==> config.mk <==
export PLATFORM = sky130hd
export DESIGN_NAME = fixed_block_pool_allocator_flat
export DESIGN_NICKNAME = d
export VERILOG_FILES = /design/src/sv/fbpa_pkg.sv /design/src/sv/fbpa_req_if.sv /design/src/sv/fbpa_rsp_if.sv /design/src/sv/fixed_block_pool_allocator.sv /design/src/sv/fbpa_ctrl.sv /design/src/sv/fbpa_dpath.sv /design/src/flat_wrapper.sv
export VERILOG_INCLUDE_DIRS = /design/src /design/src/sv
export SDC_FILE = /design/constraint.sdc
export NUM_CORES = 1
export LEC_CHECK = 0
export BUFFER_PORTS_ARGS = -buffer_cell sky130_fd_sc_hd__buf_2
export CELL_PAD_IN_SITES_DETAIL_PLACEMENT = 1
export CELL_PAD_IN_SITES_GLOBAL_PLACEMENT = 1
export CORE_MARGIN = 5
export CORE_UTILIZATION = 48
export DETAILED_ROUTE_END_ITERATION = 10
export GPL_ROUTABILITY_DRIVEN = 1
export PLACE_DENSITY_LB_ADDON = 0.1
export SYNTH_ARGS = -nofsm -noshare
export SYNTH_HDL_FRONTEND = slang
export SYNTH_SLANG_ARGS = --single-unit
export TNS_END_PERCENT = 10
==> constraint.sdc <==
create_clock -name clock -period 4.98 [get_ports clock]
set_input_delay 0.498 -clock clock [delete_from_list [all_inputs] [get_ports clock]]
set_output_delay 0.498 -clock clock [all_outputs]
set_load 0.01 [all_outputs]
==> src/sv/fixed_block_pool_allocator_macros.svh <==
// Assertion macros for the fixed block pool allocator.
// Used by the controller and datapath; expects signals named clock and reset.
`ifndef FIXED_BLOCK_POOL_ALLOCATOR_MACROS_SVH
`define FIXED_BLOCK_POOL_ALLOCATOR_MACROS_SVH
`ifndef ASSERT_OFF
// Property holds at every clock outside reset
`define FBPA_ASSERT_HOLDS(lbl, expr, msg) \
   lbl: assert property (@(posedge clock) disable iff (reset) (expr)) else $error(msg);
// Same-cycle implication
`define FBPA_ASSERT_IMPLIES(lbl, ante, cons, msg) \
   lbl: assert property (@(posedge clock) disable iff (reset) (ante) |-> (cons)) \
      else $error(msg);
// Next-cycle implication
`define FBPA_ASSERT_NEXT(lbl, ante, cons, msg) \
   lbl: assert property (@(posedge clock) disable iff (reset) (ante) |=> (cons)) \
      else $error(msg);
`else
`define FBPA_ASSERT_HOLDS(lbl, expr, msg)
`define FBPA_ASSERT_IMPLIES(lbl, ante, cons, msg)
`define FBPA_ASSERT_NEXT(lbl, ante, cons, msg)
`endif
`endif

==> src/sv/fbpa_pkg.sv <==
// Package for the fixed block pool allocator: sizes, codes, payload and
// control structs. No dependencies.
package fbpa_pkg;

   // Pool geometry (BLOCK_BYTES must be a power of two)
   localparam int NUM_BLOCKS  = 16;
   localparam int BLOCK_BYTES = 8;

   localparam int ADDR_W      = 32;
   localparam int COUNT_W     = 16;
   localparam int FREE_W      = 5;
   localparam int STATUS_W    = 3;
   // link / head width: block index plus a null code equal to NUM_BLOCKS
   localparam int IDX_W       = $clog2(NUM_BLOCKS + 1);
   localparam int BLK_W       = (NUM_BLOCKS > 1) ? $clog2(NUM_BLOCKS) : 1;
   localparam int BLOCK_SHIFT = $clog2(BLOCK_BYTES);
   localparam logic [ADDR_W:0] POOL_SPAN = (ADDR_W + 1)'(NUM_BLOCKS * BLOCK_BYTES);

   // Operation codes
   localparam logic FUNC_ALLOC = 1'b0;
   localparam logic FUNC_FREE  = 1'b1;

   typedef enum logic [STATUS_W-1:0] {
      STATUS_ALLOCATED = 3'd0,
      STATUS_EXHAUSTED = 3'd1,
      STATUS_MULTI     = 3'd2,
      STATUS_RETURNED  = 3'd3,
      STATUS_NOT_POOL  = 3'd4
   } fbpa_status_type;

   typedef struct packed {
      logic                 func;
      logic [ADDR_W-1:0]    address;
      logic [COUNT_W-1:0]   object_count;
   } fbpa_req_type;

   typedef struct packed {
      logic [ADDR_W-1:0]    block_address;
      fbpa_status_type      status;
      logic [FREE_W-1:0]    free_blocks;
   } fbpa_rsp_type;

   // Controller to datapath
   typedef struct packed {
      logic req_ready;
      logic capture;
      logic commit;
   } fbpa_cmd_type;

   // Datapath to controller
   typedef struct packed {
      logic out_free;
   } fbpa_sts_type;

endpackage

==> src/sv/fbpa_req_if.sv <==
// Request channel interface: valid/ready handshake with request payload.
// Depends on fbpa_pkg.
interface fbpa_req_if;
   import fbpa_pkg::*;

   logic         valid;
   logic         ready;
   fbpa_req_type payload;

   modport source (output valid, output payload, input ready);
   modport sink   (input valid, input payload, output ready);
endinterface

==> src/sv/fbpa_rsp_if.sv <==
// Response channel interface: valid/ready handshake with result payload.
// Depends on fbpa_pkg.
interface fbpa_rsp_if;
   import fbpa_pkg::*;

   logic         valid;
   logic         ready;
   fbpa_rsp_type payload;

   modport source (output valid, output payload, input ready);
   modport sink   (input valid, input payload, output ready);
endinterface

==> src/sv/fixed_block_pool_allocator.sv <==
// Fixed block pool allocator: a LIFO free list of NUM_BLOCKS equal blocks of
// BLOCK_BYTES bytes starting at the pool_base register. Each request item gives
// exactly one response item with the block address, a status code and the
// free block count. An item is captured while the head's link is read from
// the link memory into a register, then executed, which loads the output
// register. A response waiting downstream holds the next item in execute.
// The list starts in ascending order straight out of reset; no clearing pass is
// needed. Write pool_base only while no item is in flight.
module fixed_block_pool_allocator (
   input  logic                         clock,
   input  logic                         reset,
   input  logic                         csr_write_en,
   input  logic [fbpa_pkg::ADDR_W-1:0]  csr_write_data,
   fbpa_req_if.sink                     req_chan,
   fbpa_rsp_if.source                   rsp_chan
);
   import fbpa_pkg::*;

   fbpa_cmd_type cmd;
   fbpa_sts_type sts;

   fbpa_ctrl u_ctrl (
      .clock     (clock),
      .reset     (reset),
      .req_valid (req_chan.valid),
      .sts       (sts),
      .cmd       (cmd)
   );

   fbpa_dpath u_dpath (
      .clock          (clock),
      .reset          (reset),
      .csr_write_en   (csr_write_en),
      .csr_write_data (csr_write_data),
      .req_data       (req_chan.payload),
      .rsp_ready      (rsp_chan.ready),
      .rsp_valid      (rsp_chan.valid),
      .rsp_data       (rsp_chan.payload),
      .cmd            (cmd),
      .sts            (sts)
   );

   assign req_chan.ready = cmd.req_ready;

endmodule

==> src/sv/fbpa_ctrl.sv <==
// Allocator controller: two-state sequencer, capture then execute.
// Depends on fbpa_pkg and the assertion macro header.
`include "fixed_block_pool_allocator_macros.svh"
module fbpa_ctrl (
   input  logic                  clock,
   input  logic                  reset,
   input  logic                  req_valid,
   input  fbpa_pkg::fbpa_sts_type sts,
   output fbpa_pkg::fbpa_cmd_type cmd
);
   import fbpa_pkg::*;

   typedef enum logic [1:0] {
      ST_IDLE = 2'b01,
      ST_EXEC = 2'b10
   } fbpa_state_type;

   fbpa_state_type state_ff, state_in;

   // Next state and commands
   always_comb begin
      state_in      = state_ff;
      cmd.req_ready = 1'b0;
      cmd.capture   = 1'b0;
      cmd.commit    = 1'b0;
      case (state_ff)
         ST_IDLE: begin
            cmd.req_ready = 1'b1;
            if (req_valid) begin
               cmd.capture = 1'b1;
               state_in    = ST_EXEC;
            end
         end
         ST_EXEC: begin
            // wait here while the output register still holds an item
            if (sts.out_free) begin
               cmd.commit = 1'b1;
               state_in   = ST_IDLE;
            end
         end
         default: state_in = ST_IDLE;
      endcase
   end

   always_ff @(posedge clock) begin
      if (reset) begin
         state_ff <= ST_IDLE;
      end else begin
         state_ff <= state_in;
      end
   end

   `FBPA_ASSERT_NEXT(a_accept_starts_exec, req_valid && cmd.req_ready, state_ff == ST_EXEC, "accepted item did not start execution")
   `FBPA_ASSERT_NEXT(a_stall_holds_exec, state_ff == ST_EXEC && !sts.out_free, state_ff == ST_EXEC, "execute left while output stalled")

endmodule

==> src/sv/fbpa_dpath.sv <==
// Allocator datapath: request capture, link memory, free-list head and
// counter, pool range check and output register. Depends on fbpa_pkg and
// the assertion macro header.
`include "fixed_block_pool_allocator_macros.svh"
module fbpa_dpath (
   input  logic                         clock,
   input  logic                         reset,
   input  logic                         csr_write_en,
   input  logic [fbpa_pkg::ADDR_W-1:0]  csr_write_data,
   input  fbpa_pkg::fbpa_req_type       req_data,
   input  logic                         rsp_ready,
   output logic                         rsp_valid,
   output fbpa_pkg::fbpa_rsp_type       rsp_data,
   input  fbpa_pkg::fbpa_cmd_type       cmd,
   output fbpa_pkg::fbpa_sts_type       sts
);
   import fbpa_pkg::*;

   logic [ADDR_W-1:0]     pool_base_ff;
   fbpa_req_type          req_ff;
   logic [IDX_W-1:0]      head_ff, head_in;
   logic [IDX_W-1:0]      free_cnt_ff, free_cnt_in;

   // link memory with per-entry valid bits; unwritten entries read as i+1
   logic [IDX_W-1:0]      link_mem [NUM_BLOCKS];
   logic [NUM_BLOCKS-1:0] link_valid_ff;
   logic [IDX_W-1:0]      link_rd_ff;
   logic                  link_rd_vld_ff;
   logic [BLK_W-1:0]      link_rd_idx_ff;
   logic [IDX_W-1:0]      head_link;
   logic                  link_we;
   logic [BLK_W-1:0]      link_wa;

   logic [ADDR_W:0]       offset;
   logic                  in_pool;
   logic [BLK_W-1:0]      free_blk;
   logic [ADDR_W-1:0]     alloc_addr;

   logic                  rsp_valid_ff;
   fbpa_rsp_type          rsp_data_ff, rsp_data_in;

   // Configuration register
   always_ff @(posedge clock) begin
      if (reset) begin
         pool_base_ff <= '0;
      end else if (csr_write_en) begin
         pool_base_ff <= csr_write_data;
      end
   end

   // Request capture
   always_ff @(posedge clock) begin
      if (cmd.capture) begin
         req_ff <= req_data;
      end
   end

   // Registered read of the head's link; head is stable from capture on
   always_ff @(posedge clock) begin
      link_rd_ff     <= link_mem[head_ff[BLK_W-1:0]];
      link_rd_vld_ff <= link_valid_ff[head_ff[BLK_W-1:0]];
      link_rd_idx_ff <= head_ff[BLK_W-1:0];
   end

   assign head_link = link_rd_vld_ff ? link_rd_ff
                                     : IDX_W'(link_rd_idx_ff) + IDX_W'(1);

   // Pool range check and containing block
   assign offset     = {1'b0, req_ff.address} - {1'b0, pool_base_ff};
   assign in_pool    = !offset[ADDR_W] && (offset < POOL_SPAN);
   assign free_blk   = offset[BLK_W+BLOCK_SHIFT-1:BLOCK_SHIFT];
   assign alloc_addr = pool_base_ff + (ADDR_W'(head_ff[BLK_W-1:0]) << BLOCK_SHIFT);

   // Execute: decide the outcome and the state update
   always_comb begin
      head_in     = head_ff;
      free_cnt_in = free_cnt_ff;
      link_we     = 1'b0;
      link_wa     = free_blk;
      rsp_data_in.block_address = '0;
      rsp_data_in.status        = STATUS_NOT_POOL;
      if (req_ff.func == FUNC_ALLOC) begin
         if (req_ff.object_count != COUNT_W'(1)) begin
            rsp_data_in.status = STATUS_MULTI;
         end else if (head_ff >= IDX_W'(NUM_BLOCKS)) begin
            rsp_data_in.status = STATUS_EXHAUSTED;
         end else begin
            rsp_data_in.status        = STATUS_ALLOCATED;
            rsp_data_in.block_address = alloc_addr;
            head_in = head_link;
            if (free_cnt_ff != '0) begin
               free_cnt_in = free_cnt_ff - IDX_W'(1);
            end
         end
      end else begin
         if (req_ff.object_count == COUNT_W'(1) && in_pool) begin
            rsp_data_in.status = STATUS_RETURNED;
            link_we = 1'b1;
            head_in = IDX_W'(free_blk);
            if (free_cnt_ff < IDX_W'(NUM_BLOCKS)) begin
               free_cnt_in = free_cnt_ff + IDX_W'(1);
            end
         end
      end
      rsp_data_in.free_blocks = FREE_W'(free_cnt_in);
   end

   // Link memory write
   always_ff @(posedge clock) begin
      if (cmd.commit && link_we) begin
         link_mem[link_wa] <= head_ff;
      end
   end

   // Free-list state
   always_ff @(posedge clock) begin
      if (reset) begin
         link_valid_ff <= '0;
         head_ff       <= '0;
         free_cnt_ff   <= IDX_W'(NUM_BLOCKS);
      end else if (cmd.commit) begin
         if (link_we) begin
            link_valid_ff[link_wa] <= 1'b1;
         end
         head_ff     <= head_in;
         free_cnt_ff <= free_cnt_in;
      end
   end

   // Output register
   always_ff @(posedge clock) begin
      if (reset) begin
         rsp_valid_ff <= 1'b0;
      end else if (cmd.commit) begin
         rsp_valid_ff <= 1'b1;
      end else if (rsp_ready) begin
         rsp_valid_ff <= 1'b0;
      end
   end

   always_ff @(posedge clock) begin
      if (cmd.commit) begin
         rsp_data_ff <= rsp_data_in;
      end
   end

   assign rsp_valid    = rsp_valid_ff;
   assign rsp_data     = rsp_data_ff;
   assign sts.out_free = !rsp_valid_ff || rsp_ready;

   `FBPA_ASSERT_HOLDS(a_free_cnt_range, free_cnt_ff <= IDX_W'(NUM_BLOCKS), "free count above pool size")
   `FBPA_ASSERT_NEXT(a_commit_loads_rsp, cmd.commit, rsp_valid_ff, "committed item not presented")
   `FBPA_ASSERT_IMPLIES(a_addr_only_on_alloc, rsp_valid_ff && rsp_data_ff.status != STATUS_ALLOCATED, rsp_data_ff.block_address == '0, "nonzero address on a fallback item")

endmodule

==> src/flat_wrapper.sv <==
// flat-port wrapper written by rule: the top's interface ports become plain ports
module fixed_block_pool_allocator_flat import fbpa_pkg::*;
  (clock, reset, csr_write_en, csr_write_data, req_chan_valid, req_chan_payload, req_chan_ready, rsp_chan_valid, rsp_chan_payload, rsp_chan_ready);
  fbpa_req_if req_chan_i ();
  fbpa_rsp_if rsp_chan_i ();
  input  logic clock;
  input  logic reset;
  input  logic csr_write_en;
  input  logic [fbpa_pkg::ADDR_W-1:0] csr_write_data;
  input wire logic [$bits(req_chan_i.valid)-1:0] req_chan_valid;
  input wire logic [$bits(req_chan_i.payload)-1:0] req_chan_payload;
  output wire logic [$bits(req_chan_i.ready)-1:0] req_chan_ready;
  output wire logic [$bits(rsp_chan_i.valid)-1:0] rsp_chan_valid;
  output wire logic [$bits(rsp_chan_i.payload)-1:0] rsp_chan_payload;
  input wire logic [$bits(rsp_chan_i.ready)-1:0] rsp_chan_ready;
  assign req_chan_i.valid = req_chan_valid;
  assign req_chan_i.payload = req_chan_payload;
  assign req_chan_ready = req_chan_i.ready;
  assign rsp_chan_valid = rsp_chan_i.valid;
  assign rsp_chan_payload = rsp_chan_i.payload;
  assign rsp_chan_i.ready = rsp_chan_ready;
  fixed_block_pool_allocator u_core (.clock(clock), .reset(reset), .csr_write_en(csr_write_en), .csr_write_data(csr_write_data), .req_chan(req_chan_i), .rsp_chan(rsp_chan_i));
endmodule
==> results.toml <==
[run_status]
outcome = "complete, no violations"

[pwr]
vdd_drop_max_uv = 283
power_density_nw_per_um2 = 353
p_leak_nw = 4.86

[routing]
routedWlPerCell_um = 21.3
firstDrtPassIters = 4
wl_mm = 32.4
vias = 8875
viasPerCell = 5.85
detail_route.iter0.violations = 622
drc = 0
ant_nets = 0

[synth]
syn_area_per_cell_um2 = 11.5
yosysSeqAreaShare_pct = 54.3
synth_cells = 1042
ys_ff_latch = 240
syn-cell-area_um2 = 12000
synthDistinctLibCells = 69
synth_edf_count = 169
yosys.area.top_type_share_pct = 42.4
synth_area_leaders = "edfxtp_1 (42%), dfxtp_1 (12%), mux4_2 (5.6%), ha_1 (4.0%), mux2i_1 (3.8%)"
ys.flop_type = "edfxtp_1"
async_reset_ff_share_pct = 0
synth_warnings = 0
yosys.area.top_type = "edfxtp_1"
synth_nets = 1167

[floorplan]
io_pins = 128
core_um2 = 24500
fp-row-count = 57
die_area_um2 = 28200
start_util_pct = 48.9
chipHeight_um = 168
fp.dieW_um = 168

[placed_design]
dp_hpwl_mm = 23.2
port_buffers = 127
dp_cells = 1468
place_worst_setup_slack_ns = 0.389
gp_congestion = 0.888

[final_layout]
final_cell_count_no_fill = 1518
layout_common_cells = "edfxtp_1 (169), buf_2 (127), nor2_1 (109), dfxtp_1 (70), inv_1 (64)"
layout_commonest_cell = "edfxtp_1"
multi_input_area_um2 = 5040
antenna_cells = 0
area_growth_pct = 16.8
drive_gt1_share_pct = 21.4
regArea_um2 = 6500
n_fill_cell = 2593
fin_nets = 1298

[hold_path]
hp-class = "input pin to flip-flop"

[global_route]
grt_antenna_before_repair = 0
grt_use_total_pct = 22.6
first_global_vias = 9156
overflow = 0
grt_start_max_net_pins = 51
grt_first_pass_wirelength_mm = 51.5

[sta]
finClkSkew_ns = 0.0165
tns_ns = 0
maxSlewViolCount = 0
slew_headroom_pct = 20.0
worst_slack_ns = 0.306
hold_viol = 0
setup_violations = 0
period_minus_slack_ns = 4.67
period_share_pct = 93.8
fmax_mhz = 214
worstMarginPinSlew_ns = 1.19
grt_setup_unrepaired = "no"

[critical_path]
crit_type = "flip-flop to flip-flop"
critPathArrivalTime_ns = 4.94
start_kind = "flip-flop"
cp.required_ns = 5.24
critical_path.endpoint_type = "flip-flop"
cp_max_fo = 19

[clocking]
cts_sinks = 240
cts_resized = 0
post-cts-setup-buffer-count = 0
cts-root-buf = "clkbuf_16"
cts_hold_buf = 0
cts_buffer_depth = 3
path_clk_slew_ns = 0.07
cts_buffers = 27
cts_tree = "built"
htree_levels = 1
insertion_delay_ns = 0.56

[run]
maxCapViolCount = 0
-- layout make-up --
type                       instances  area share, %
tap                              324           2.90
clock buffer                      34           5.31
clock inverter                    16           1.38
multi-input combinational        682           36.0
timing repair buffer             157           6.16
sequential                       240           46.5
inverter                          65           1.75
-- logic make-up after synthesis --
logic type	Yosys count	share of synthesized area [%]
DFF	240	54.3
muxes	79	9.79
buffers and inverters	120	3.78
AOI/OAI and AO/OA	190	10.8
and+or+nand+nor	330	14.0
adders and majority gates	39	4.14
xor gates and xnor gates	44	3.22
-- worst max-delay path: stages (launching register included) --
cell	delay [ns]
dfxtp_1	0.36
inv_1	0.13
ha_1	0.45
a21oi_1	0.25
o21ai_0	0.27
a221oi_1	0.65
a21oi_1	0.20
a211oi_1	0.19
and4_1	0.23
nand4_1	0.17
a2111oi_4	0.41
nand4_4	0.41
nor4_1	0.43
buf_4	0.21
-- cell usage after synthesis (all sizes together) (14+ instances only) --
cell / count
nand2: 55
xnor2: 38
a21oi: 52
nor2: 109
nor2b: 14
ha: 38
dfxtp: 71
clkbuf: 45
inv: 65
mux4: 30
mux2i: 45
o21ai: 33
nor3: 28
nand3: 22
nor4: 25
nand4: 23
o32ai: 16
edfxtp: 169
-- worst paths after layout --
kind	slack (ns)	from	depth (start not counted)	end
hold / removal	0.12	req_chan_payload[32]	1	u_core.u_dpath.req_ff[32]$_DFFE_PP_
hold reg to reg	0.46	u_core.u_dpath.link_valid_ff[0]$_SDFFE_PP0P_	2	u_core.u_dpath.link_valid_ff[0]$_SDFFE_PP0P_
setup / recovery	0.31	u_core.u_dpath.pool_base_ff[17]$_SDFFE_PP0P_	13	u_core.u_dpath.link_mem[0][0]$_DFFE_PP_
setup reg to reg	0.31	u_core.u_dpath.pool_base_ff[17]$_SDFFE_PP0P_	13	u_core.u_dpath.link_mem[0][0]$_DFFE_PP_
-- flip-flops by register name, summed over array words and instances (netlist names) --
signal and flops:
u_core.u_ctrl.state_ff 2, u_core.u_dpath.free_cnt_ff 5, u_core.u_dpath.head_ff 5, u_core.u_dpath.link_mem 80, u_core.u_dpath.link_rd_ff 5, u_core.u_dpath.link_rd_idx_ff 4
u_core.u_dpath.link_rd_vld_ff 1, u_core.u_dpath.link_valid_ff 16, u_core.u_dpath.pool_base_ff 32, u_core.u_dpath.req_ff 49, u_core.u_dpath.rsp_data 40, u_core.u_dpath.rsp_valid 1
-- metrics by stage --
| stage | instance area, um^2 | total power (W) | utilization (%) | hold WS (ns) |
|---|---|---|---|---|
| finish | 14000 | 0.00493 | 57.1 | 0.118 |
| global route | 14000 | 0.00513 | 57.1 | 0.0984 |
| CTS | 14000 | 0.00496 | 57.1 | 0.0933 |
| detailed placement | 13000 | 0.00289 | 53.3 | 0.450 |
| global placement | 13000 | 0.00288 | 53.3 | 0.440 |
| floorplan | 12000 | 0.00268 | - | 0.428 |
-- where the power goes --
group          switching, W  leakage [nW]  internal, W
Clock              0.000846         0.446      0.00122
Combinational      0.000421          2.39     0.000228
Sequential        0.0000340          2.02      0.00218
Total               0.00130          4.86      0.00363
-- routing by layer --
| layer | up-vias | routed length, um | GRT usage (%) |
|---|---|---|---|
| met2 | 246 | 14800 | 36.2 |
| met3 | 46 | 1850 | 3.63 |
| met4 | 0 | 614 | 5.12 |
| met1 | 4404 | 15100 | 32.8 |
| li1 | 4179 | - | - |
| met5 | - | 0 | 0 |
Power figures use the tool's default switching activity.
